File: src/hw/rtl/assert_macros.svh
// assert_macros.svh: assertion macros shared by the rtl
// expects aclk in the scope of each use, and aresetn as well for CSC_ASSERT
`ifndef ASSERT_MACROS_SVH
`define ASSERT_MACROS_SVH

// clocked check, switched off while reset is asserted
`define CSC_ASSERT(lbl, prop, msg) \
    lbl: assert property (@(posedge aclk) disable iff (!aresetn) prop) \
        else $error(msg);

// clocked check that also holds across reset
`define CSC_ASSERT_RST(lbl, prop, msg) \
    lbl: assert property (@(posedge aclk) prop) else $error(msg);

`endif

File: src/hw/rtl/csc_div_pipe.sv
// csc_div_pipe: pipelined restoring divider, one quotient bit per stage
// quo = floor(num * 2^(QW-1) / den), valid when num < 2 * den; no dependencies
module csc_div_pipe #(
    parameter int DW = 34,
    parameter int QW = 17
) (
    input  logic          aclk,
    input  logic          en,
    input  logic [DW-1:0] num,
    input  logic [DW-1:0] den,
    output logic [QW-1:0] quo
);

    logic [DW-1:0] rem_reg  [QW];
    logic [DW-1:0] den_reg  [QW];
    logic [QW-1:0] quo_reg  [QW];
    logic [DW-1:0] rem_next [QW];
    logic [QW-1:0] quo_next [QW];
    logic [DW:0]   sh_in    [QW];
    logic [DW-1:0] den_in   [QW];
    logic [QW-1:0] quo_in   [QW];
    logic          ge       [QW];

    always_comb begin
        sh_in[0]  = {1'b0, num};
        den_in[0] = den;
        quo_in[0] = '0;
        for (int k = 1; k < QW; k++) begin
            sh_in[k]  = {rem_reg[k-1], 1'b0};
            den_in[k] = den_reg[k-1];
            quo_in[k] = quo_reg[k-1];
        end
        for (int k = 0; k < QW; k++) begin
            ge[k] = sh_in[k] >= {1'b0, den_in[k]};
            if (ge[k]) begin
                rem_next[k] = DW'(sh_in[k] - {1'b0, den_in[k]});
            end else begin
                rem_next[k] = DW'(sh_in[k]);
            end
            quo_next[k] = {quo_in[k][QW-2:0], ge[k]};
        end
    end

    always_ff @(posedge aclk) begin
        if (en) begin
            for (int k = 0; k < QW; k++) begin
                rem_reg[k] <= rem_next[k];
                den_reg[k] <= den_in[k];
                quo_reg[k] <= quo_next[k];
            end
        end
    end

    assign quo = quo_reg[QW-1];

endmodule

File: config.mk
export PLATFORM = sky130hd
export DESIGN_NAME = csc_div_pipe
export DESIGN_NICKNAME = d
export VERILOG_FILES = /design/src/hw/rtl/assert_macros.svh /design/src/hw/rtl/csc_div_pipe.sv
export SDC_FILE = /design/constraint.sdc
export NUM_CORES = 2
export LEC_CHECK = 0
export BUFFER_PORTS_ARGS = -buffer_cell sky130_fd_sc_hd__buf_2
export CAP_MARGIN = 20
export CORE_ASPECT_RATIO = 1.5
export CORE_MARGIN = 3
export CORE_UTILIZATION = 64
export CTS_BUF_LIST = sky130_fd_sc_hd__clkbuf_16
export DETAILED_ROUTE_END_ITERATION = 12
export PLACE_DENSITY = 0.87
export SKIP_LAST_GASP = 1
export SLEW_MARGIN = 10
export SYNTH_ARGS = -nofsm -noshare
export SYNTH_HDL_FRONTEND = slang
export SYNTH_SLANG_ARGS = --single-unit
export TNS_END_PERCENT = 30
File: constraint.sdc
create_clock -name aclk -period 4.42 [get_ports aclk]
set_clock_uncertainty 0.2 [all_clocks]
set_input_delay 0.221 -clock aclk [delete_from_list [all_inputs] [get_ports aclk]]
set_output_delay 0.221 -clock aclk [all_outputs]
set_load 0.005 [all_outputs]
# Word-level counts from Yosys, hierarchy flattened
# Memories as Yosys holds them, arrays and structs flattened.
# Cells that the tools add are included.
# classes
n_addsub	17
n_mul	0
div	0
order_cmp	17
eq_ne	0
shift	0
mux	19
bitwise_logic	0
reduce_logical	0
# ops
op	n
$mux 34	17
$sub 34x34->34	17
$ge 35x34->1	16
$ge 34x34->1	1
$mux 1	2
# word_totals
reg_bits	0
latchBits	0
ramBits	1445
rom_bits	0
input_bits	70
wordCells	56
mem_count	3
# memory_table
name	words	word_bits	rd	rd_clocked_by_memory_dff	wr	line	text
den_reg	17	34	16	0	17	csc_div_pipe.sv:15	logic [DW-1:0] den_reg [QW];
rem_reg	17	34	16	0	17	csc_div_pipe.sv:14	logic [DW-1:0] rem_reg [QW];
quo_reg	17	17	17	0	17	csc_div_pipe.sv:16	logic [QW-1:0] quo_reg [QW];

# Longest topological paths before layout
# An unclocked memory read counts as a cell.
# logic_depth
ltp_word	3
depth_mapped	16
ltp_nobuf	14

# Worst setup path before layout
# Ideal clock, no wire load.
# synth_timing
kind	flip-flop to flip-flop
startpoint	memory den_reg[13][0], in the netlist den_reg[0][442]
endpoint	memory rem_reg[14][30], in the netlist rem_reg[0][506] (data pin)
arrival_ns	3.120
required_ns	3.960
path_slack_ns	0.839
path_stages_with_launch	13
synth_period_minus_slack_ns	3.581
cell_sequence	edfxtp_1 > inv_1 > fa_1 > a211o_2 > a2111oi_4 > o31ai_2 > a2111oi_2 > nor2_1 > and4_1 > o21a_1 > a31oi_1 > xnor2_1 > mux2_4
# synth_rtl
element	line
from (decl)	csc_div_pipe.sv:15
to (decl)	csc_div_pipe.sv:14

==> flow_metrics.py <==
metrics = {
    "sta": {
        "rsz0062_at_grt": "true",
        "final-setup-viol-count": 0,
        "hold_viol_final": 0,
        "post_route_fraction_of_the_period_consumed_by_the_critical_path": 0.992,
        "timing_max_transition_violations_final": 0,
        "max_slew_margin": 0.344,
        "final_total_negative_setup_slack_ns": 0,
        "max_clock_freq_mhz": 228,
        "timing.final.crit_period_ns": 4.38,
        "slew_of_the_pin_with_the_lowest_slew_margin_ns": 0.972,
    },
    "clock_tree": {
        "clock-sinks": 1241,
        "cts_inserted_buffers": 115,
        "htree_levels": 3,
        "cts_root_buffer": "sky130_fd_sc_hd__clkbuf_16",
        "clk_pin_slew_ns": 0.06,
        "ctsLongestPathBuffers": 3,
        "post_cts.repair.setup_buffers": 0,
        "worstSkewPairLatency_ns": 0.75,
        "tritoncts_clock_tree": "done",
    },
    "pwr": {
        "clock_power_share": 0.173,
        "p_per_area_mw_per_mm2": 735,
        "power.internal_w": 0.0373,
        "worst_ir_drop_vdd_uv": 396,
        "combPwrFrac": 0.508,
        "net-switching-power_w": 0.0232,
        "p_leak_nw": 34.5,
        "fin_total_pwr_w": 0.0605,
        "part_of_the_total_power_dissipated_in_sequential_elements": 0.319,
        "p_sw_frac": 0.384,
    },
    "yosys": {
        "yosysWarningCount": 0,
        "synth_fp_nets": 7290,
        "synth_top_area_share": 0.506,
        "portion_of_netlist_area_occupied_by_mux_cells": 0.0469,
        "yosys_register_bits": 1241,
        "synthXorXnorAreaFrac": 0.0550,
        "synth_top_family_by_area": "compound AO/OA/AOI/OAI gates",
        "main_area_contributors_after_synthesis": "sky130_fd_sc_hd__edfxtp_1 51%, sky130_fd_sc_hd__ha_1 9.8%, sky130_fd_sc_hd__a21oi_1 4.4%, sky130_fd_sc_hd__mux2_2 3.9%, sky130_fd_sc_hd__inv_1 3.7%",
        "postSynthCellCount": 6627,
        "synth-adder-area-share": 0.102,
        "ys_seq_area_frac": 0.506,
        "synth-edff-count": 1241,
        "synth_largest_area_cell": "sky130_fd_sc_hd__edfxtp_1",
        "area_fraction_in_compound_gates_after_synthesis": 0.153,
        "syn_area_mm2": 0.0737,
        "synth-async-reset-ratio": 0,
        "synth_ff_type": "sky130_fd_sc_hd__edfxtp_1",
        "post_synth_num_cell_types": 98,
        "yosys.area_share.simple": 0.0906,
        "post_synth.cell_area_avg_um2": 11.1,
    },
    "floorplanning": {
        "fp.dieArea_mm2": 0.119,
        "pin_count": 87,
        "initial_utilization": 0.649,
        "core.rowCount": 151,
        "chipHeight_um": 422,
        "die_w_um": 283,
        "core_mm2": 0.114,
    },
    "worst_setup_path": {
        "startpoint_class_of_the_critical_path": "input port",
        "critPathCapture": "rem_reg[0][33]$_DFFE_PP_",
        "worstPathCellList": "dlygate4sd3_1 -> buf_2 -> inv_1 -> ha_1 -> nand3_1 -> or2_2 -> a21oi_1 -> o21ai_0 -> a21oi_1 -> o2111ai_1 -> o211ai_1 -> nor4b_1 -> nor2_1 -> a31oi_1 -> dlygate4sd3_1",
        "timing.reg2reg.worst_path_depth": 13,
        "cpPeakStageDelay_ns": 0.55,
        "endpoint_kind": "flip-flop",
        "crit_path_max_fanout": 5,
        "critical_path.n_buffers_inverters": 4,
        "critPathArrivalTime_ns": 4.68,
        "timing.rr.end": "rem_reg[0][241]$_DFFE_PP_",
        "critical_path_depth": 15,
        "cp.required_ns": 4.71,
        "criticalPathCategory": "input port to flip-flop",
        "critPathLaunch": "den[5]",
        "reg2reg_setup_slack_ns": 0.11,
        "cpLargestDelayFamily": "compound AO/OA/AOI/OAI gates",
        "regToRegStartpoint": "den_reg[0][208]$_DFFE_PP_",
        "critPathSlowestCell": "sky130_fd_sc_hd__dlygate4sd3_1",
    },
    "global_routing": {
        "initial_antenna_violation_count": 2,
        "first_global_vias": 56200,
        "largest_net_degree_at_the_start_of_global_routing": 134,
        "overflow": 0,
        "first_pass_grt_wire_length_um": 288000,
        "globalRouteTotalUtil": 0.309,
    },
    "place": {
        "gp_congestion": 0.994,
        "numPortBuffers": 86,
        "detailedPlacementHpwl_um": 142000,
    },
    "route": {
        "routed_vias": 52500,
        "finalWirelength_um": 188000,
        "drt_drc_violations_left": 0,
        "route.detailed.vias_per_inst": 6.09,
        "detailed_routing_iterations_pass_1": 6,
        "route.detailed.wl_per_inst_um": 21.8,
        "drt_iter0_markers": 3471,
        "ant_nets": 0,
    },
    "final_layout": {
        "layout_common_cells": "1241 x sky130_fd_sc_hd__edfxtp_1, 742 x sky130_fd_sc_hd__inv_1, 647 x sky130_fd_sc_hd__a21oi_1",
        "final_common_cell": "sky130_fd_sc_hd__edfxtp_1",
        "drive_gt1_frac": 0.119,
        "antennaDiodeCount": 0,
        "finish.net_count": 7655,
        "area_growth_pct": 11.8,
    },
    "job": {
        "max_cap_viol_count": 0,
    },
    "worst_hold_path": {
        "worst_min_delay_path_class": "input port to flip-flop",
    },
    "status": {
        "result_of_the_run": "finished clean",
    },
}
==> worst reg2reg max path, delay by kind of cell (launching register included) <==
family | cells | cell delay (ns)
AOI/OAI and AO/OA | 8 | 2.04
buffers and inverters | 2 | 0.32
muxes | 1 | 0.43
and+or+nand+nor | 1 | 0.28
adders and majority gates | 1 | 0.38
DFF | 1 | 0.38
==> cell usage after synthesis, drive strengths merged (11+ instances only) <==
| cell type | instances |
|---|---|
| nand3 | 113 |
| o211ai | 29 |
| o21ai | 306 |
| nor2 | 431 |
| a221oi | 14 |
| a41oi | 12 |
| mux2 | 286 |
| a31o | 14 |
| nand4 | 91 |
| a21o | 272 |
| o21bai | 87 |
| and3 | 60 |
| clkbuf | 95 |
| nor3 | 75 |
| and2 | 36 |
| mux2i | 13 |
| o311ai | 11 |
| xor2 | 165 |
| inv | 732 |
| a211o | 11 |
| nor3b | 11 |
| a311oi | 12 |
| o31ai | 35 |
| buf | 52 |
| nand2 | 333 |
| fa | 16 |
| nor2b | 74 |
| a21oi | 648 |
| or2 | 13 |
| xnor2 | 298 |
| and4 | 12 |
| o21a | 68 |
| a31oi | 60 |
| nor4 | 27 |
| a21boi | 20 |
| ha | 577 |
| a211oi | 42 |
| a2111oi | 15 |
| nand2b | 60 |
| edfxtp | 1241 |
| or3 | 17 |
==> layout make-up <==
| class | instances | area, um2 |
|---|---|---|
| tap | 1530 | 1910 |
| clock buffer | 116 | 2900 |
| multi-input combinational | 4507 | 33200 |
| fill | 7498 | 31200 |
| sequential | 1241 | 37300 |
| inverter | 732 | 2750 |
| clock inverter | 100 | 1060 |
| timing repair buffer | 395 | 3320 |
==> kinds of logic (layout without fill, tap and decap cells) <==
kind of cell	count (synthesis)	after routing
compound gates	1765	1765
buf+inv	879	1343
mux	299	299
fa+ha+maj	593	593
simple gates	1387	1387
flops	1241	1241
xor+xnor	463	463
==> routing by layer <==
layer	part of all wire	routed length, um	GRT usage
met1	0.28	52900	0.232
met2	0.58	109000	0.649
met3	0.029	5530	0.0306
met4	0.11	19700	0.283
met5	0	0	0
==> through the flow <==
| stage | instance area (um2) | util | instances | setup WS (ns) | hold slack, ns |
|---|---|---|---|---|---|
| after floorplan | 73700 | - | 6627 | 0.839 | 0.120 |
| after global placement | 77300 | 0.681 | 8300 | -0.103 | 0.200 |
| after detailed placement | 77300 | 0.681 | 8300 | -0.137 | 0.205 |
| after CTS | 82400 | 0.725 | 8621 | 0.139 | 0.000851 |
| after global routing | 82400 | 0.726 | 8621 | -0.00839 | 0.0228 |
| final | 82400 | 0.726 | 8621 | 0.0363 | 0.0604 |
==> power by group through the flow <==
stage | clock (W) | combinational [W] | sequential [W]
global placement | 0 | 0.0292 | 0.0193
floorplan | 0 | 0.0220 | 0.0188
CTS | 0.0106 | 0.0304 | 0.0193
finish | 0.0105 | 0.0308 | 0.0193
detailed placement | 0 | 0.0300 | 0.0195
global route | 0.0110 | 0.0334 | 0.0196
==> how the worst min path moves through the flow <==
stage,cells past startpoint,endpoint,slack [ns],from
global placement,0,quo_reg[0][269]$_DFFE_PP_,0.20,quo_reg[0][251]$_DFFE_PP_
CTS,2,den_reg[0][13]$_DFFE_PP_,0.0009,den[13]
global route,2,den_reg[0][1]$_DFFE_PP_,0.02,den[1]
floorplan,0,den_reg[0][0]$_DFFE_PP_,0.12,den[0]
detailed placement,0,quo_reg[0][174]$_DFFE_PP_,0.20,quo_reg[0][156]$_DFFE_PP_
finish,2,den_reg[0][1]$_DFFE_PP_,0.06,den[1]
==> repair_timing <==
item                       CTS  global route
setup endpoints to repair   34            22
gates cloned                 0             0
hold buffers               105             0
hold endpoints to repair   132             0
resized for setup            2             2
No activity file was read; power rests on OpenSTA's default activity.
